[src/rtl/hcbd_pkg.sv]
// shared types, constants, byte classification and size-line parsing helpers for the chunked body decoder
package hcbd_pkg;

	localparam int SIZE_BITS = 32;
	localparam int QUEUE_DEPTH = 4;
	localparam int QPTR_W = $clog2(QUEUE_DEPTH);
	localparam int QCNT_W = $clog2(QUEUE_DEPTH + 1);
	localparam int PHASE_W = 4;

	localparam logic [PHASE_W-1:0] PH_LWS = 4'd0;
	localparam logic [PHASE_W-1:0] PH_SIGN = 4'd1;
	localparam logic [PHASE_W-1:0] PH_DIGITS = 4'd2;
	localparam logic [PHASE_W-1:0] PH_REST = 4'd3;
	localparam logic [PHASE_W-1:0] PH_DATA = 4'd4;
	localparam logic [PHASE_W-1:0] PH_DCR = 4'd5;
	localparam logic [PHASE_W-1:0] PH_DLF = 4'd6;
	localparam logic [PHASE_W-1:0] PH_TRAIL = 4'd7;
	localparam logic [PHASE_W-1:0] PH_DONE = 4'd8;

	localparam logic [2:0] ERR_NONE = 3'd0;
	localparam logic [2:0] ERR_NO_DIGITS = 3'd1;
	localparam logic [2:0] ERR_NEGATIVE = 3'd2;
	localparam logic [2:0] ERR_OVERFLOW = 3'd3;
	localparam logic [2:0] ERR_NO_CRLF = 3'd4;

	localparam logic [7:0] CH_CR = 8'h0D;
	localparam logic [7:0] CH_LF = 8'h0A;

	typedef struct packed {
		logic [7:0] data;
		logic start;
		logic is_cr;
		logic is_lf;
		logic is_space;
		logic is_plus;
		logic is_minus;
		logic is_x;
		logic is_hex;
		logic [3:0] hex_val;
	} item_t;

	typedef struct packed {
		logic full;
		logic empty;
	} q_status_t;

	typedef struct packed {
		logic [PHASE_W-1:0] phase;
		logic [SIZE_BITS-1:0] acc;
		logic neg;
		logic dig;
		logic pre;
		logic ovr;
	} line_t;

	function automatic item_t classify(input logic [7:0] c, input logic start);
		item_t r;
		r = '0;
		r.data = c;
		r.start = start;
		r.is_cr = (c == CH_CR);
		r.is_lf = (c == CH_LF);
		r.is_space = (c == 8'h20) || (c >= 8'h09 && c <= 8'h0D);
		r.is_plus = (c == 8'h2B);
		r.is_minus = (c == 8'h2D);
		r.is_x = (c == 8'h78) || (c == 8'h58);
		if (c >= 8'h30 && c <= 8'h39) begin
			r.is_hex = 1'b1;
			r.hex_val = 4'(c - 8'h30);
		end else if (c >= 8'h61 && c <= 8'h66) begin
			r.is_hex = 1'b1;
			r.hex_val = 4'(c - 8'h57);
		end else if (c >= 8'h41 && c <= 8'h46) begin
			r.is_hex = 1'b1;
			r.hex_val = 4'(c - 8'h37);
		end
		return r;
	endfunction

	function automatic line_t take_digit(input line_t l, input item_t it);
		line_t r;
		r = l;
		if (!it.is_hex) begin
			r.phase = PH_REST;
		end else begin
			r.pre = !l.dig && (it.hex_val == 4'd0);
			r.dig = 1'b1;
			if (l.acc[SIZE_BITS-1:SIZE_BITS-4] != 4'd0) begin
				r.ovr = 1'b1;
			end else if (!l.ovr) begin
				r.acc = {l.acc[SIZE_BITS-5:0], it.hex_val};
			end
			r.phase = PH_DIGITS;
		end
		return r;
	endfunction

	function automatic line_t line_char(input line_t l, input item_t it);
		line_t r;
		r = l;
		case (l.phase)
			PH_LWS: begin
				if (it.is_space) begin
					r = l;
				end else if (it.is_plus) begin
					r.phase = PH_SIGN;
				end else if (it.is_minus) begin
					r.neg = 1'b1;
					r.phase = PH_SIGN;
				end else begin
					r = take_digit(l, it);
				end
			end
			PH_SIGN: begin
				r = take_digit(l, it);
			end
			PH_DIGITS: begin
				if (l.pre && it.is_x) begin
					r.pre = 1'b0;
				end else begin
					r = take_digit(l, it);
				end
			end
			default: begin
				r = l;
			end
		endcase
		return r;
	endfunction

endpackage

[src/rtl/hcbd_front.sv]
// front end: accepts input beats, classifies each byte and pushes it to the queue
module hcbd_front (
	input logic in_valid,
	input logic [7:0] in_byte,
	input logic start_body,
	input hcbd_pkg::q_status_t q_status,
	output logic in_stall,
	output logic push,
	output hcbd_pkg::item_t push_item
);

	assign in_stall = q_status.full;
	assign push = in_valid && !q_status.full;
	assign push_item = hcbd_pkg::classify(in_byte, start_body);

endmodule

[src/rtl/hcbd_queue.sv]
// short queue of classified bytes between front and back end
module hcbd_queue (
	input logic clk,
	input logic arst_n,
	input logic push,
	input hcbd_pkg::item_t push_item,
	input logic pop,
	output hcbd_pkg::item_t pop_item,
	output hcbd_pkg::q_status_t q_status
);

	hcbd_pkg::item_t entry_q [hcbd_pkg::QUEUE_DEPTH];
	logic [hcbd_pkg::QPTR_W-1:0] wr_ptr_q;
	logic [hcbd_pkg::QPTR_W-1:0] rd_ptr_q;
	logic [hcbd_pkg::QCNT_W-1:0] count_q;

	assign q_status.full = (count_q == hcbd_pkg::QCNT_W'(hcbd_pkg::QUEUE_DEPTH));
	assign q_status.empty = (count_q == '0);
	assign pop_item = entry_q[rd_ptr_q];

	always_ff @(posedge clk or negedge arst_n) begin
		if (!arst_n) begin
			wr_ptr_q <= '0;
			rd_ptr_q <= '0;
			count_q <= '0;
		end else begin
			if (push) begin
				wr_ptr_q <= wr_ptr_q + hcbd_pkg::QPTR_W'(1);
			end
			if (pop) begin
				rd_ptr_q <= rd_ptr_q + hcbd_pkg::QPTR_W'(1);
			end
			if (push && !pop) begin
				count_q <= count_q + hcbd_pkg::QCNT_W'(1);
			end else if (pop && !push) begin
				count_q <= count_q - hcbd_pkg::QCNT_W'(1);
			end
		end
	end

	always_ff @(posedge clk) begin
		if (push) begin
			entry_q[wr_ptr_q] <= push_item;
		end
	end

endmodule

[src/rtl/hcbd_back.sv]
// back end: chunk parsing state machine and output register
module hcbd_back (
	input logic clk,
	input logic arst_n,
	input hcbd_pkg::item_t pop_item,
	input hcbd_pkg::q_status_t q_status,
	output logic pop,
	input logic res_stall,
	output logic res_valid,
	output logic [7:0] out_byte,
	output logic out_valid,
	output logic body_done,
	output logic [2:0] error_code,
	output logic byte_ignored
);

	localparam int SB = hcbd_pkg::SIZE_BITS;

	logic [hcbd_pkg::PHASE_W-1:0] phase_q;
	logic [SB-1:0] acc_q;
	logic [SB-1:0] left_q;
	logic neg_q, dig_q, pre_q, ovr_q, pcr_q;
	logic [1:0] tm_q;
	logic [2:0] err_q;

	logic res_valid_q;
	logic [7:0] out_byte_q;
	logic out_valid_q, body_done_q, byte_ignored_q;
	logic [2:0] error_code_q;

	hcbd_pkg::line_t cur_line, nxt_line, cr_line;
	hcbd_pkg::item_t cr_item;
	logic [SB-1:0] cur_left, nxt_left, dec_left;
	logic cur_pcr, nxt_pcr;
	logic [1:0] cur_tm, nxt_tm;
	logic [2:0] cur_err, nxt_err;
	logic ob_en, ign;

	assign pop = !q_status.empty && (!res_valid_q || !res_stall);
	assign cr_item = hcbd_pkg::classify(hcbd_pkg::CH_CR, 1'b0);
	assign dec_left = cur_left - SB'(1);

	always_comb begin
		if (pop_item.start) begin
			cur_line = '0;
			cur_line.phase = hcbd_pkg::PH_LWS;
			cur_left = '0;
			cur_pcr = 1'b0;
			cur_tm = 2'd0;
			cur_err = hcbd_pkg::ERR_NONE;
		end else begin
			cur_line.phase = phase_q;
			cur_line.acc = acc_q;
			cur_line.neg = neg_q;
			cur_line.dig = dig_q;
			cur_line.pre = pre_q;
			cur_line.ovr = ovr_q;
			cur_left = left_q;
			cur_pcr = pcr_q;
			cur_tm = tm_q;
			cur_err = err_q;
		end

		nxt_line = cur_line;
		nxt_left = cur_left;
		nxt_pcr = cur_pcr;
		nxt_tm = cur_tm;
		nxt_err = cur_err;
		ob_en = 1'b0;
		ign = 1'b0;
		cr_line = hcbd_pkg::line_char(cur_line, cr_item);

		if (cur_err != hcbd_pkg::ERR_NONE || cur_line.phase == hcbd_pkg::PH_DONE) begin
			ign = 1'b1;
		end else if (cur_line.phase <= hcbd_pkg::PH_REST) begin
			if (pop_item.is_cr) begin
				if (cur_pcr) begin
					nxt_line = cr_line;
				end
				nxt_pcr = 1'b1;
			end else if (pop_item.is_lf && cur_pcr) begin
				nxt_pcr = 1'b0;
				if (!cur_line.dig) begin
					nxt_err = hcbd_pkg::ERR_NO_DIGITS;
				end else if (cur_line.neg && (cur_line.acc != '0 || cur_line.ovr)) begin
					nxt_err = hcbd_pkg::ERR_NEGATIVE;
				end else if (cur_line.ovr) begin
					nxt_err = hcbd_pkg::ERR_OVERFLOW;
				end else if (cur_line.acc == '0) begin
					nxt_line.phase = hcbd_pkg::PH_TRAIL;
					nxt_tm = 2'd2;
				end else begin
					nxt_left = cur_line.acc;
					nxt_line.phase = hcbd_pkg::PH_DATA;
				end
			end else begin
				nxt_pcr = 1'b0;
				nxt_line = hcbd_pkg::line_char(cur_pcr ? cr_line : cur_line, pop_item);
			end
		end else begin
			case (cur_line.phase)
				hcbd_pkg::PH_DATA: begin
					ob_en = 1'b1;
					nxt_left = dec_left;
					if (dec_left == '0) begin
						nxt_line.phase = hcbd_pkg::PH_DCR;
					end
				end
				hcbd_pkg::PH_DCR: begin
					if (pop_item.is_cr) begin
						nxt_line.phase = hcbd_pkg::PH_DLF;
					end else begin
						nxt_err = hcbd_pkg::ERR_NO_CRLF;
					end
				end
				hcbd_pkg::PH_DLF: begin
					if (pop_item.is_lf) begin
						nxt_line = '0;
						nxt_line.phase = hcbd_pkg::PH_LWS;
						nxt_pcr = 1'b0;
					end else begin
						nxt_err = hcbd_pkg::ERR_NO_CRLF;
					end
				end
				default: begin
					if (pop_item.is_cr) begin
						nxt_tm = (cur_tm == 2'd2) ? 2'd3 : 2'd1;
					end else if (pop_item.is_lf) begin
						if (cur_tm == 2'd3) begin
							nxt_line.phase = hcbd_pkg::PH_DONE;
							nxt_tm = 2'd0;
						end else begin
							nxt_tm = (cur_tm == 2'd1) ? 2'd2 : 2'd0;
						end
					end else begin
						nxt_tm = 2'd0;
					end
				end
			endcase
		end
	end

	always_ff @(posedge clk or negedge arst_n) begin
		if (!arst_n) begin
			phase_q <= hcbd_pkg::PH_LWS;
			acc_q <= '0;
			left_q <= '0;
			neg_q <= 1'b0;
			dig_q <= 1'b0;
			pre_q <= 1'b0;
			ovr_q <= 1'b0;
			pcr_q <= 1'b0;
			tm_q <= 2'd0;
			err_q <= hcbd_pkg::ERR_NONE;
			res_valid_q <= 1'b0;
		end else begin
			if (pop) begin
				phase_q <= nxt_line.phase;
				acc_q <= nxt_line.acc;
				left_q <= nxt_left;
				neg_q <= nxt_line.neg;
				dig_q <= nxt_line.dig;
				pre_q <= nxt_line.pre;
				ovr_q <= nxt_line.ovr;
				pcr_q <= nxt_pcr;
				tm_q <= nxt_tm;
				err_q <= nxt_err;
				res_valid_q <= 1'b1;
			end else if (!res_stall) begin
				res_valid_q <= 1'b0;
			end
		end
	end

	always_ff @(posedge clk) begin
		if (pop) begin
			out_byte_q <= ob_en ? pop_item.data : 8'd0;
			out_valid_q <= ob_en;
			body_done_q <= (nxt_line.phase == hcbd_pkg::PH_DONE);
			error_code_q <= nxt_err;
			byte_ignored_q <= ign;
		end
	end

	assign res_valid = res_valid_q;
	assign out_byte = out_byte_q;
	assign out_valid = out_valid_q;
	assign body_done = body_done_q;
	assign error_code = error_code_q;
	assign byte_ignored = byte_ignored_q;

endmodule

[src/rtl/http_chunked_body_decoder.sv]
// top level of the http chunked body decoder
// usage:
//   input channel: in_valid / in_stall, payload in_byte and start_body. one beat per
//   body byte; start_body clears all decoder state before that byte is handled.
//   result channel: res_valid / res_stall, payload out_byte, out_valid, body_done,
//   error_code and byte_ignored. exactly one result beat per input beat, in order.
// path: a beat accepted at a clock edge is classified and written into the queue at that
//   edge, then parsed when the back end pops it and held in the result register.
// throughput: one byte per cycle while bytes are queued and res_stall is low, set by the
//   parse step in the back end whose state every byte depends on.
// stalls: the back end holds a valid result in its register while res_stall is high and the
//   four-entry queue absorbs incoming beats; in_stall rises only when the queue is full.
// reset: arst_n clears the queue, the result valid flag and all parse state, which
//   equals starting a new body with the size line's leading white space.
// errors and the done flag are sticky until the next start_body; bytes seen after
//   either one come back with byte_ignored set.
module http_chunked_body_decoder (
	input logic clk,
	input logic arst_n,
	input logic in_valid,
	output logic in_stall,
	input logic [7:0] in_byte,
	input logic start_body,
	output logic res_valid,
	input logic res_stall,
	output logic [7:0] out_byte,
	output logic out_valid,
	output logic body_done,
	output logic [2:0] error_code,
	output logic byte_ignored
);

	hcbd_pkg::q_status_t q_status;
	hcbd_pkg::item_t push_item;
	hcbd_pkg::item_t pop_item;
	logic push;
	logic pop;

	hcbd_front u_front (
		.in_valid(in_valid),
		.in_byte(in_byte),
		.start_body(start_body),
		.q_status(q_status),
		.in_stall(in_stall),
		.push(push),
		.push_item(push_item)
	);

	hcbd_queue u_queue (
		.clk(clk),
		.arst_n(arst_n),
		.push(push),
		.push_item(push_item),
		.pop(pop),
		.pop_item(pop_item),
		.q_status(q_status)
	);

	hcbd_back u_back (
		.clk(clk),
		.arst_n(arst_n),
		.pop_item(pop_item),
		.q_status(q_status),
		.pop(pop),
		.res_stall(res_stall),
		.res_valid(res_valid),
		.out_byte(out_byte),
		.out_valid(out_valid),
		.body_done(body_done),
		.error_code(error_code),
		.byte_ignored(byte_ignored)
	);

endmodule

[config.mk]
export PLATFORM = sky130hd
export DESIGN_NAME = http_chunked_body_decoder
export DESIGN_NICKNAME = d
export VERILOG_FILES = /design/src/rtl/hcbd_pkg.sv /design/src/rtl/hcbd_front.sv /design/src/rtl/hcbd_queue.sv /design/src/rtl/hcbd_back.sv /design/src/rtl/http_chunked_body_decoder.sv
export SDC_FILE = /design/constraint.sdc
export NUM_CORES = 1
export LEC_CHECK = 0
export BUFFER_PORTS_ARGS = -buffer_cell sky130_fd_sc_hd__buf_2
export CAP_MARGIN = 25
export CORE_UTILIZATION = 54
export DETAILED_ROUTE_END_ITERATION = 6
export PLACE_DENSITY = 0.75
export SYNTH_ARGS = -nofsm -noshare
export SYNTH_HDL_FRONTEND = slang
export SYNTH_HIERARCHICAL = 1
export SYNTH_SLANG_ARGS = --single-unit
[constraint.sdc]
create_clock -name clk -period 4.82 [get_ports clk]
set_input_delay 0.241 -clock clk [delete_from_list [all_inputs] [get_ports clk]]
set_output_delay 0.241 -clock clk [all_outputs]
set_load 0.005 [all_outputs]
Yosys cells after proc, flatten, opt, wreduce, memory -nomap -nowiden
Memories as Yosys holds them, arrays and structs flattened.
Cells that the tools add are included.
{"block": "totals", "reg_bits": 100, "n_memories": 1, "output_inout_bits": 16, "mem_bits_rw": 80, "elab_cells": 185, "inputBits": 13}
{"memory": "u_queue.entry_q", "words": 4, "word_bits": 20, "rd": 1, "rd_clocked_by_memory_dff": 0, "wr": 1, "line_no": "hcbd_queue.sv:12", "rtl": "hcbd_pkg::item_t entry_q [hcbd_pkg::QUEUE_DEPTH];"}
{"block": "classes", "order_cmp": 9, "add_sub_neg": 8, "mux": 92, "n_eq_ne": 21, "n_reduce_logical": 35}
{"cell": "2-to-1 mux 32 bit", "count": 14}
{"cell": "2-to-1 mux 40 bit", "count": 8}
{"cell": "one-hot mux 40 bit (3 select lines)", "count": 1}
{"cell": "2-to-1 mux 36 bit", "count": 3}
{"cell": "logical NOT 32 bit", "count": 2}
{"cell": "2-to-1 mux 4 bit", "count": 11}
{"cell": "2-to-1 mux 3 bit", "count": 14}
{"cell": "2-to-1 mux 38 bit", "count": 1}
{"cell": "2-to-1 mux 2 bit", "count": 16}
{"cell": "nonzero test 32 bit", "count": 1}
{"cell": "subtractor 32 x 1 -> 32 bit (second input constant)", "count": 1}
{"cell": "== test 8 x 6 -> 1 bit (second input constant)", "count": 3}
{"cell": "2-to-1 mux 1 bit", "count": 19}
{"cell": "== test 8 x 4 -> 1 bit (second input constant)", "count": 2}
{"cell": "== test 8 x 7 -> 1 bit (second input constant)", "count": 2}
{"cell": "greater-or-equal comparator 8 x 7 -> 1 bit (second input constant)", "count": 2}
{"cell": "<= comparator 8 x 7 -> 1 bit (second input constant)", "count": 2}
{"cell": "2-to-1 mux 5 bit", "count": 3}
{"cell": "== test 4 x 3 -> 1 bit (second input constant)", "count": 3}
{"cell": "logical AND 1 bit", "count": 12}
{"cell": "one-hot mux 4 bit (3 select lines)", "count": 1}
{"cell": "== test 4 x 1 -> 1 bit (second input constant)", "count": 2}
{"cell": "== test 4 x 2 -> 1 bit (second input constant)", "count": 2}
{"cell": "== test 4 bit (second input constant)", "count": 2}
{"cell": "other kinds (24)", "count": 38}

Longest topological paths before layout
Gate-level depths: netlist of run 1.
An unclocked memory read counts as a cell.
{"block": "depth", "depth_word": 18, "ltp_mapped": 13, "ltp_nobuf": 11}

Cells and area by module
Netlist of run 1, hierarchy kept.
{"mod": "hcbd_back", "area_per_inst_um2": 6457.4, "seq_area_each_um2": 2397.3, "instances": 1, "cells_per_inst": 758}
{"mod": "hcbd_queue", "area_per_inst_um2": 3283.1, "seq_area_each_um2": 2577.5, "instances": 1, "cells_per_inst": 138}
{"mod": "hcbd_front", "area_per_inst_um2": 380.4, "seq_area_each_um2": 0.0, "instances": 1, "cells_per_inst": 51}

Worst setup path after synthesis of run 1
No wires, ideal clock.
{"block": "synth_path", "kind": "flip-flop to flip-flop", "from": "register u_queue/rd_ptr_q[0] (netlist name)", "to": "register u_back/phase_q[0] (netlist name)", "slack_ps": 1355, "required_time_ps": 4725, "setup_ps": 95, "path_stages_with_launch": 14, "arrival_time_ps": 3369, "synth_period_minus_slack_ps": 3465, "path_buffers": 2, "path_cell_list": "dfrtp_1 buf_6 mux4_2 clkinv_1 clkbuf_1 nand2_1 ha_1 nor4b_2 nand2_1 nor4_1 mux2_2 nor4b_1 nand4_1 o31ai_1"}
{"item": "start, declared", "line_no": "hcbd_queue.sv:14", "rtl": "logic [hcbd_pkg::QPTR_W-1:0] rd_ptr_q;"}
{"item": "start signal, assigned", "line_no": "hcbd_queue.sv:31", "rtl": "rd_ptr_q <= rd_ptr_q + hcbd_pkg::QPTR_W'(1);"}
{"item": "end signal, assigned", "line_no": "hcbd_back.sv:145", "rtl": "phase_q <= hcbd_pkg::PH_LWS;"}
{"item": "end signal, assigned", "line_no": "hcbd_back.sv:158", "rtl": "phase_q <= nxt_line.phase;"}
{"item": "end, declared", "line_no": "hcbd_back.sv:19", "rtl": "logic [hcbd_pkg::PHASE_W-1:0] phase_q;"}

==> impl_metrics.env, run 1 <==
export IMPL_maxSlewViolCount=0
export IMPL_cts_root_buf="clkbuf_16"
export IMPL_drtIter0Drc=1210
export IMPL_synth_top_family_by_area="compound AO/OA/AOI/OAI gates"
export IMPL_core_area_um2=18150
export IMPL_drc_errors=6
export IMPL_postSynthCellCount=947
export IMPL_ant_nets=0
export IMPL_hpwl_mm=19.45
export IMPL_slew_headroom_pct=30.13
export IMPL_mostFrequentLayoutCell="edfxtp_1"
export IMPL_setup_viol=0
export IMPL_grt_met3_usage_pct=5.352
export IMPL_cp_cell_sequence="mux4_2, clkinv_1, nand2_1, ha_1, nor4b_2, nand2_1, nor4_1, mux2_2, nor4b_1, nand4_1, o31ai_1"
export IMPL_ys_flop_type="edfxtp_1"
export IMPL_cp_common_cell="nand2_1"
export IMPL_cp_num_cells=11
export IMPL_path_buf_inv=1
export IMPL_first_global_vias=7678
export IMPL_start_util_pct=55.77
export IMPL_synth_seq_cells=180
export IMPL_hold_violations=0
export IMPL_fin_crit_sh_pct=79.20
export IMPL_layout_common_cells="edfxtp_1, dfrtp_1, nand2_1"
export IMPL_antenna_found_initial=1
export IMPL_skew_ns=0.01202
export IMPL_cpPeakStageDelay_ns=0.62
export IMPL_cp_slowest_cell="mux4_2"
export IMPL_yosys_area_share_simple_pct=17.86
export IMPL_areaGrowthSynthToFinish_pct=8.876
export IMPL_critPathTopFamily="simple AND/OR/NAND/NOR gates"
export IMPL_cts_resized=0
export IMPL_die_h_um=138.9
export IMPL_drv_cap=0
export IMPL_grt_max_degree=51
export IMPL_dp_cells=1147
export IMPL_die_area_um2=19290
export IMPL_instances_no_fill=1182
export IMPL_syn_avg_cell_area_um2=10.69
export IMPL_power_mw=6.895
export IMPL_end_kind="flip-flop"
export IMPL_tightest_slew_ns=1.044
export IMPL_rows=49
export IMPL_p_leak_nw=4.328
export IMPL_hold_depth=1
export IMPL_worstPathRequired_ns=5.16
export IMPL_max_freq_ghz=0.2620
export IMPL_wl_mm=28.38
export IMPL_port_buffers=28
export IMPL_critical_path_class="reg -> reg"
export IMPL_synthMuxAreaShare_pct=5.662
export IMPL_rsz0062_at_grt="no"
export IMPL_grtUsageMet2_pct=45.43
export IMPL_synth_xor_area_share_pct=1.644
export IMPL_nets=967
export IMPL_cp_start_kind="flip-flop"
export IMPL_cts_buffer_depth=2
export IMPL_status="finished, violations left"
export IMPL_crit_path_max_fanout=21
export IMPL_synth_edf_count=94
export IMPL_yosys_area_share_adder_pct=1.780
export IMPL_fin_crit_ns=3.817
export IMPL_netlist_area_um2=10120
export IMPL_drt_first_pass_iters=7
export IMPL_die_x_um=138.9
export IMPL_io_pins=29
export IMPL_gp_congestion=0.9507
export IMPL_insertion_delay_ns=0.43
export IMPL_yosys_warnings=6
export IMPL_vias=8183
export IMPL_grtUsageMet1_pct=44.10
export IMPL_failed_checks="DRC"
export IMPL_synth_compound_area_share_pct=19.15
export IMPL_cts_buffers=17
export IMPL_grt_busiest_layer="met2"
export IMPL_drive_gt1_share_pct=14.59
export IMPL_cts_sinks=180
export IMPL_routedWlPerCell_um=24.01
export IMPL_hold_path_class="in -> reg"
export IMPL_gr_total_overflow=0
export IMPL_fillers=1459
export IMPL_grt_pass1_wl_mm=44.17
export IMPL_clk_pin_slew_ns=0.08
export IMPL_powerDensity_nw_per_um2=625.7
export IMPL_peakVddDrop_v=0.0003320
export IMPL_ys_seq_area_share_pct=49.15
export IMPL_antenna_cells=0
export IMPL_cp_arrival_ns=4.15
export IMPL_ys_async_sr_fraction_pct=47.78
export IMPL_r2r_cells=11
export IMPL_h_tree_depth=4
export IMPL_fin_tns_setup_ns=0
export IMPL_synth_nets=973
export IMPL_grt_usage_pct=30.06
export IMPL_yosysUniqueCellTypes=93
export IMPL_vias_per_cell=6.923
export IMPL_cts_tree="yes"
## power by group
part	internal (mW)	switching (mW)
Clock	0.800	0.676
Combinational	1.10	2.10
Sequential	1.91	0.304
## sequential cells by signal (all words and copies together), names as in the netlist
register and flops:
u_queue/rd_ptr_q 2, u_back/body_done 1, u_back/dig_q 1, u_back/out_valid 1, u_queue/entry_q 80, u_queue/count_q 3, u_back/left_q 32, u_back/out_byte 8
u_back/phase_q 4, u_back/error_code 3, u_back/acc_q 32, u_back/pre_q 1, u_queue/wr_ptr_q 2, u_back/pcr_q 1, u_back/byte_ignored 1, u_back/tm_q 2
u_back/err_q 3, u_back/res_valid 1, u_back/neg_q 1, u_back/ovr_q 1
## routing by layer
layer	vias up	part of all wire [%]
li1	3634	-
met5	-	0
met1	3982	43
met3	57	9.8
met4	0	2.3
met2	510	45
## area by class of cell
type | count | area (µm²) | share of cell area (%)
clock buffers | 17 | 425.4 | 3.861
clock inverters | 14 | 210.2 | 1.908
inverters | 26 | 98.84 | 0.8970
multi-input cells | 667 | 4666 | 42.34
flip-flops and latches | 180 | 4975 | 45.15
well taps | 229 | 286.5 | 2.600
repair buffers | 49 | 357.8 | 3.247
## synth_stat cells (all sizes together), types with 5 or more instances
| cell | n | area share [%] |
|---|---|---|
| o22ai | 9 | 0.56 |
| ha | 12 | 1.5 |
| nand3 | 25 | 1.3 |
| a22oi | 12 | 0.89 |
| nand2 | 87 | 3.3 |
| and3 | 14 | 0.87 |
| dfrtp | 86 | 21 |
| a21o | 10 | 0.75 |
| nand4 | 14 | 0.93 |
| a32o | 5 | 0.49 |
| nor4 | 27 | 2.4 |
| a31oi | 7 | 0.43 |
| xnor2 | 10 | 0.87 |
| nor3b | 5 | 0.42 |
| o21bai | 6 | 0.45 |
| nand4b | 6 | 0.52 |
| o221ai | 5 | 0.43 |
| edfxtp | 94 | 28 |
| o21ai | 63 | 3.1 |
| nor2b | 8 | 0.49 |
| nor3 | 37 | 2.0 |
| inv | 23 | 0.85 |
| mux2i | 7 | 0.69 |
| or3 | 6 | 0.42 |
| and2 | 11 | 0.68 |
| buf | 35 | 2.3 |
| nor2 | 56 | 2.1 |
| a21oi | 53 | 2.7 |
| mux4 | 20 | 4.5 |
| o31ai | 17 | 1.4 |
| a22o | 42 | 3.6 |
| clkbuf | 39 | 1.4 |
| nand2b | 6 | 0.37 |
| xor2 | 9 | 0.78 |
| o311ai | 7 | 0.61 |
## final timing paths
| path | start | slack (ns) | end |
|---|---|---|---|
| max reg2reg | u_queue/rd_ptr_q[0] | 1.00 | u_back/phase_q[0] |
| min in group asynchronous | arst_n | 0.34 | u_back/phase_q[1] |
| max in group asynchronous | arst_n | 3.45 | u_back/acc_q[27] |
| max | u_queue/rd_ptr_q[0] | 1.00 | u_back/phase_q[0] |
| min reg2reg | u_queue/count_q[2] | 0.49 | u_queue/count_q[2] |
| min | start_body | 0.05 | u_queue/entry_q[2][11] |
## cells by family after synthesis
group / count (synthesis)
buffers and inverters: 100
xor gates and xnor gates: 19
AOI/OAI and AO/OA: 279
adders and majority gates: 14
and+or+nand+nor: 324
muxes: 31
DFF: 180
## stage by stage
step                hold slack [ns]  util (%)  setup slack, ns  cell area (µm²)
floorplan                  -0.05459         -            1.355            10120
global placement             0.2642     56.69            1.152            10290
detailed placement           0.2723     56.85            1.119            10320
CTS                         0.03044     60.40            1.096            10960
global route                0.03074     60.72           0.6530            11020
finish                      0.04600     60.72            1.003            11020
## repair_timing
action                    in CTS  in global routing
hold buffers                   1                  0
setup buffers                  0                  0
hold endpoints to repair      39                  0
Power figures use the tool's default switching activity.
==> run 2, diff against run 1 <==
==> constraint.sdc (replaced) <==
create_clock -name clk -period 3.8 [get_ports clk]
set_input_delay 0.19 -clock clk [delete_from_list [all_inputs] [get_ports clk]]
set_output_delay 0.19 -clock clk [all_outputs]
set_load 0.005 [all_outputs]
==> impl_metrics.env, run 2 (synthesized netlist as in run 1, its figures left out) <==
export IMPL_status="finished, violations left"
export IMPL_failed_checks="DRC"
export IMPL_switching_share_pct=44.72
export IMPL_mostFrequentLayoutCell="edfxtp_1"
export IMPL_fin_crit_ns=3.365
export IMPL_slew_headroom_pct=31.64
export IMPL_cp_start_kind="flip-flop"
export IMPL_h_tree_depth=4
export IMPL_cp_cell_sequence="mux4_2, clkinv_1, nand2_1, ha_1, nor4b_2, nand2_1, nor4_1, mux2_2, nor4b_1, nand4_1, o31ai_1"
export IMPL_holdPathEnd="u_queue/entry_q[0][16]"
export IMPL_maxSlewViolCount=0
export IMPL_gr_total_overflow=0
export IMPL_crit_path_max_fanout=6
export IMPL_grt_pass1_wl_mm=44.23
export IMPL_setup_viol=0
export IMPL_switching_power_mw=3.908
export IMPL_skew_ns=0.01621
export IMPL_cp_arrival_ns=3.70
export IMPL_r2r_setup_slack_ns=0.44
export IMPL_insertion_delay_ns=0.44
export IMPL_clkPwrFrac_pct=21.3
export IMPL_largest_reg_flops=80
export IMPL_seqPwrFrac_pct=32.1
export IMPL_grt_usage_pct=30.03
export IMPL_dp_cells=1158
export IMPL_rsz0062_at_grt="no"
export IMPL_largest_register="u_queue/entry_q"
export IMPL_fin_crit_sh_pct=88.55
export IMPL_io_pins=29
export IMPL_first_global_vias=7791
export IMPL_rows=49
export IMPL_cts_root_buf="clkbuf_16"
export IMPL_powerDensity_nw_per_um2=788.7
export IMPL_hold_path_class="in -> reg"
export IMPL_p_int_mw=4.831
export IMPL_r2r_cells=11
export IMPL_nets=978
export IMPL_antenna_found_initial=1
export IMPL_power_mw=8.738
export IMPL_wl_mm=28.06
export IMPL_end_kind="flip-flop"
export IMPL_cp_common_cell="nand2_1"
export IMPL_core_area_um2=18150
export IMPL_drv_cap=0
export IMPL_fillers=1447
export IMPL_cts_buffers=17
export IMPL_port_buffers=28
export IMPL_clk_pin_slew_ns=0.08
export IMPL_cts_tree="yes"
export IMPL_reg_top3="u_queue/entry_q: 80 flops, u_back/acc_q: 32 flops, u_back/left_q: 32 flops"
export IMPL_layout_common_cells="edfxtp_1, dfrtp_1, nand2_1"
export IMPL_worstPathRequired_ns=4.14
export IMPL_tightest_slew_ns=1.025
export IMPL_hold_violations=0
export IMPL_vias=8238
export IMPL_gp_congestion=0.9832
export IMPL_vias_per_cell=6.899
export IMPL_ant_nets=0
export IMPL_reg2reg_to="u_back/phase_q[0]"
export IMPL_max_freq_ghz=0.2972
export IMPL_die_x_um=138.9
export IMPL_drive_gt1_share_pct=15.44
export IMPL_cpPeakStageDelay_ns=0.40
export IMPL_fin_tns_setup_ns=0
export IMPL_drtIter0Drc=1158
export IMPL_areaGrowthSynthToFinish_pct=9.470
export IMPL_cts_buffer_depth=2
export IMPL_die_area_um2=19290
export IMPL_drc_errors=6
export IMPL_cp_slowest_cell="dfrtp_1"
export IMPL_hold_depth=1
export IMPL_drt_first_pass_iters=7
export IMPL_worstHoldStart="in_byte[4]"
export IMPL_instances_no_fill=1194
export IMPL_cts_resized=0
export IMPL_hpwl_mm=19.42
export IMPL_comb_power_share_pct=46.7
export IMPL_die_h_um=138.9
export IMPL_reg2reg_from="u_queue/rd_ptr_q[0]"
export IMPL_post_cts_repair_setup_buffers=0
export IMPL_cts_sinks=180
export IMPL_critical_path_class="reg -> reg"
export IMPL_p_leak_nw=4.374
export IMPL_peakVddDrop_v=0.0003966
export IMPL_antenna_cells=0
export IMPL_routedWlPerCell_um=23.50
export IMPL_start_util_pct=55.77
export IMPL_grt_max_degree=61
run 2: changes by cell type in the layout (fill, tap and decap cells not counted):
| cell | before | now |
|---|---|---|
| buf_4 | 17 | 28 |
| dlygate4sd3_1 | 1 | 3 |
| inv_12 | 0 | 2 |
| inv_8 | 3 | 5 |
| buf_16 | 2 | 1 |
| buf_8 | 2 | 1 |
| bufinv_16 | 2 | 1 |
| clkinv_8 | 5 | 4 |
| inv_6 | 3 | 2 |
run 2: how the worst max path moves through the flow:
stage | endpoint | slack [ns] | start
finish | u_back/phase_q[0] | 0.44 | u_queue/rd_ptr_q[0]
global route | u_back/phase_q[0] | 0.21 | u_queue/rd_ptr_q[0]
CTS | u_back/phase_q[0] | 0.52 | u_queue/rd_ptr_q[0]
detailed placement | u_back/phase_q[0] | 0.53 | u_queue/rd_ptr_q[0]
global placement | u_back/phase_q[0] | 0.60 | u_queue/rd_ptr_q[0]
floorplan | u_back/phase_q[0] | 0.34 | u_queue/rd_ptr_q[0]
run 2: power groups by stage:
| stage | clock network, mW | registers [mW] | logic (mW) |
|---|---|---|---|
| 4_1_cts | 1.90 | 2.79 | 3.95 |
| 5_1_grt | 1.96 | 2.84 | 4.38 |
| 6_report | 1.86 | 2.80 | 4.08 |
| 3_5_place_dp | 0 | 2.83 | 3.92 |
| 3_3_place_gp | 0 | 2.82 | 3.89 |
| 2_1_floorplan | 0 | 2.65 | 2.96 |
run 2: timing repair:
item                                   4_1_cts  5_1_grt
endpoints found under the hold margin       64        0
hold buffers                                 3        0
setup endpoints to repair                    0        0
run 2: through the flow:
stage | hold WS (ns) | area (µm²) | util, % | setup WS, ns
after floorplan | -0.1056 | 10120 | - | 0.3354
after global placement | 0.3085 | 10370 | 57.15 | 0.6023
after detailed placement | 0.3106 | 10390 | 57.23 | 0.5300
after CTS | 0.01724 | 11050 | 60.90 | 0.5199
after global routing | 0.02906 | 11080 | 61.05 | 0.2117
final | 0.03835 | 11080 | 61.05 | 0.4352
run 2: worst max-delay path, delay by kind of cell (launching register included):
kind | cells | cell delay, ns
adder cells (fa/ha/maj) | 1 | 0.18
buffers and inverters | 1 | 0.16
flip-flops | 1 | 0.40
multiplexers | 2 | 0.78
AO/OA/AOI/OAI | 1 | 0.27
AND/OR/NAND/NOR | 6 | 1.47
run 2: per-layer routing:
layer / part of all wire [%] / wire, µm / vias up / GRT usage, %
li1: - / - / 3659 / -
met1: 41 / 11630 / 3974 / 42.09
met4: 3.5 / 984 / 0 / 13.51
met2: 45 / 12520 / 518 / 44.84
met5: 0 / 0 / - / 0
met3: 10 / 2926 / 87 / 6.664
run 2: final cells by class:
type                            count  area, µm²  area share (%)
Clock inverter                     15      210.2           1.897
Clock buffer                       17      425.4           3.840
Inverter                           26      98.84          0.8921
Multi-Input combinational cell    667       4666           42.11
Sequential cell                   180       4975           44.90
Timing Repair Buffer               60      417.9           3.772
Tap cell                          229      286.5           2.586
==> run 3, diff against run 2 <==
==> constraint.sdc (replaced) <==
create_clock -name clk -period 3.2 [get_ports clk]
set_input_delay 0.16 -clock clk [delete_from_list [all_inputs] [get_ports clk]]
set_output_delay 0.16 -clock clk [all_outputs]
set_load 0.005 [all_outputs]
==> impl_metrics.env, run 3 (synthesized netlist as in run 1, its figures left out) <==
export IMPL_p_int_mw=6.038
export IMPL_h_tree_depth=4
export IMPL_core_area_um2=18150
export IMPL_fin_crit_ns=3.043
export IMPL_grt_max_degree=53
export IMPL_powerDensity_nw_per_um2=945.0
export IMPL_hold_violations=0
export IMPL_drc_errors=0
export IMPL_worstHoldStart="in_byte[4]"
export IMPL_largest_register="u_queue/entry_q"
export IMPL_cts_tree="yes"
export IMPL_seqPwrFrac_pct=30.3
export IMPL_antenna_cells=0
export IMPL_clkPwrFrac_pct=19.9
export IMPL_slew_headroom_pct=50.56
export IMPL_rsz0062_at_grt="no"
export IMPL_ant_nets=0
export IMPL_r2r_cells=10
export IMPL_max_freq_ghz=0.3286
export IMPL_cp_common_cell="o21ai_0"
export IMPL_critical_path_class="reg -> reg"
export IMPL_rows=49
export IMPL_multi_input_area_um2=4733
export IMPL_cts_sinks=180
export IMPL_cp_slowest_cell="mux4_2"
export IMPL_peakVddDrop_v=0.0005457
export IMPL_die_area_um2=19290
export IMPL_crit_path_max_fanout=21
export IMPL_switching_power_mw=4.762
export IMPL_drive_gt1_share_pct=19.34
export IMPL_cp_cell_sequence="buf_8, mux4_2, buf_4, nor3b_1, o21ai_0, a21oi_1, a211oi_2, o311ai_1, o21ai_0, and4_1"
export IMPL_cpPeakStageDelay_ns=0.59
export IMPL_mostFrequentLayoutCell="edfxtp_1"
export IMPL_fin_tns_setup_ns=0
export IMPL_cts_buffer_depth=2
export IMPL_die_h_um=138.9
export IMPL_vias=8413
export IMPL_grtUsageMet2_pct=46.60
export IMPL_die_x_um=138.9
export IMPL_first_global_vias=7932
export IMPL_crit_start="u_queue/rd_ptr_q[0]"
export IMPL_final_seq_area_um2=4975
export IMPL_gp_congestion=0.9861
export IMPL_grt_met3_usage_pct=7.355
export IMPL_grt_pass1_wl_mm=45.57
export IMPL_cts_root_buf="clkbuf_16"
export IMPL_power_mw=10.80
export IMPL_reg_top3="u_queue/entry_q: 80 flops, u_back/acc_q: 32 flops, u_back/left_q: 32 flops"
export IMPL_insertion_delay_ns=0.44
export IMPL_hold_path_class="in -> reg"
export IMPL_routedWlPerCell_um=23.95
export IMPL_r2r_setup_slack_ns=0.16
export IMPL_status="completed"
export IMPL_wl_mm=29.51
export IMPL_setup_viol=0
export IMPL_cts_buffers=17
export IMPL_port_buffers=28
export IMPL_layout_common_cells="edfxtp_1, dfrtp_1, nand2_1"
export IMPL_drv_cap=0
export IMPL_grtUsageMet1_pct=44.54
export IMPL_skew_ns=0.01331
export IMPL_grt_busiest_layer="met2"
export IMPL_grt_usage_pct=31.15
export IMPL_comb_power_share_pct=49.8
export IMPL_finalHoldWorstSlack_ns=0.02209
export IMPL_start_util_pct=55.77
export IMPL_antenna_found_initial=0
export IMPL_fin_crit_sh_pct=95.09
export IMPL_endpoint="u_back/body_done"
export IMPL_cp_start_kind="flip-flop"
export IMPL_pre_cts_ws_ns=0.04399
export IMPL_cp_arrival_ns=3.23
export IMPL_nets=1016
export IMPL_clk_pin_slew_ns=0.07
export IMPL_gr_total_overflow=0
export IMPL_end_kind="flip-flop"
export IMPL_maxSlewViolCount=0
export IMPL_drt_first_pass_iters=6
export IMPL_switching_share_pct=44.10
export IMPL_largest_reg_flops=80
export IMPL_tightest_slew_ns=0.7416
export IMPL_drtIter0Drc=1015
export IMPL_reg2reg_to="u_back/body_done"
export IMPL_hpwl_mm=20.60
export IMPL_fin_ws_ns=0.1571
export IMPL_fillers=1427
export IMPL_vias_per_cell=6.829
export IMPL_p_leak_nw=4.596
export IMPL_worstPathRequired_ns=3.39
export IMPL_io_pins=29
export IMPL_reg2reg_from="u_queue/rd_ptr_q[0]"
export IMPL_areaGrowthSynthToFinish_pct=12.92
## run 3: changes by cell type in the layout (fill, tap and decap cells not counted), moves of 2 or more
cell,change
nor4b_1,-2
buf_12,+3
nand2_4,+2
clkinv_4,+2
buf_4,+36
nand2_1,-2
## run 3: worst max-delay path, delay by kind of cell, from the launching register on
kind	cells	cell delay (ns)
muxes	1	0.59
DFF	1	0.40
buffers and inverters	2	0.44
AOI/OAI and AO/OA	5	0.82
and+or+nand+nor	2	0.52
## run 3: worst min-delay path by stage
stage	end	slack, ns	cells after the start
finish	u_queue/entry_q[3][16]	0.02	1
CTS	u_queue/entry_q[2][17]	0.02	1
global placement	u_back/err_q[0]	0.26	1
global route	u_queue/entry_q[1][17]	0.02	1
floorplan	u_back/acc_q[0]	-0.14	0
detailed placement	u_back/err_q[0]	0.26	1
## run 3: area by class of cell
class	count	area share, %
Inverter	26	0.9087
Clock inverter	14	1.577
Multi-Input combinational cell	667	41.42
Tap cell	229	2.507
Timing Repair Buffer	98	6.306
Sequential cell	180	43.53
Clock buffer	18	3.755
## run 3: stage by stage
step | util (%) | instances | cell area [µm²]
final | 62.98 | 1232 | 11430
after global routing | 62.98 | 1232 | 11430
after CTS | 62.63 | 1228 | 11370
after detailed placement | 59.11 | 1193 | 10730
after global placement | 59.11 | 1193 | 10730
after floorplan | - | 947 | 10190
## run 3: metal layers
metal | vias up | part of all wire, %
met4 | 0 | 2.7
met1 | 4061 | 42
met5 | - | 0
met3 | 71 | 11
met2 | 545 | 45
li1 | 3736 | -
## run 3: power groups by stage
stage          Clock (mW)  Sequential [mW]  Combinational, mW
6_report             2.15             3.27               5.38
5_1_grt              2.26             3.31               5.77
4_1_cts              2.16             3.26               5.16
3_5_place_dp            0             3.30               5.14
3_3_place_gp            0             3.29               5.16
2_1_floorplan           0             3.15               3.61
## run 3: timing repair
action	in CTS	in global routing
resized for setup	0	8
buffers inserted	0	4
hold endpoints to repair	55	0
hold buffers	3	0
endpoints found under the setup margin	0	21
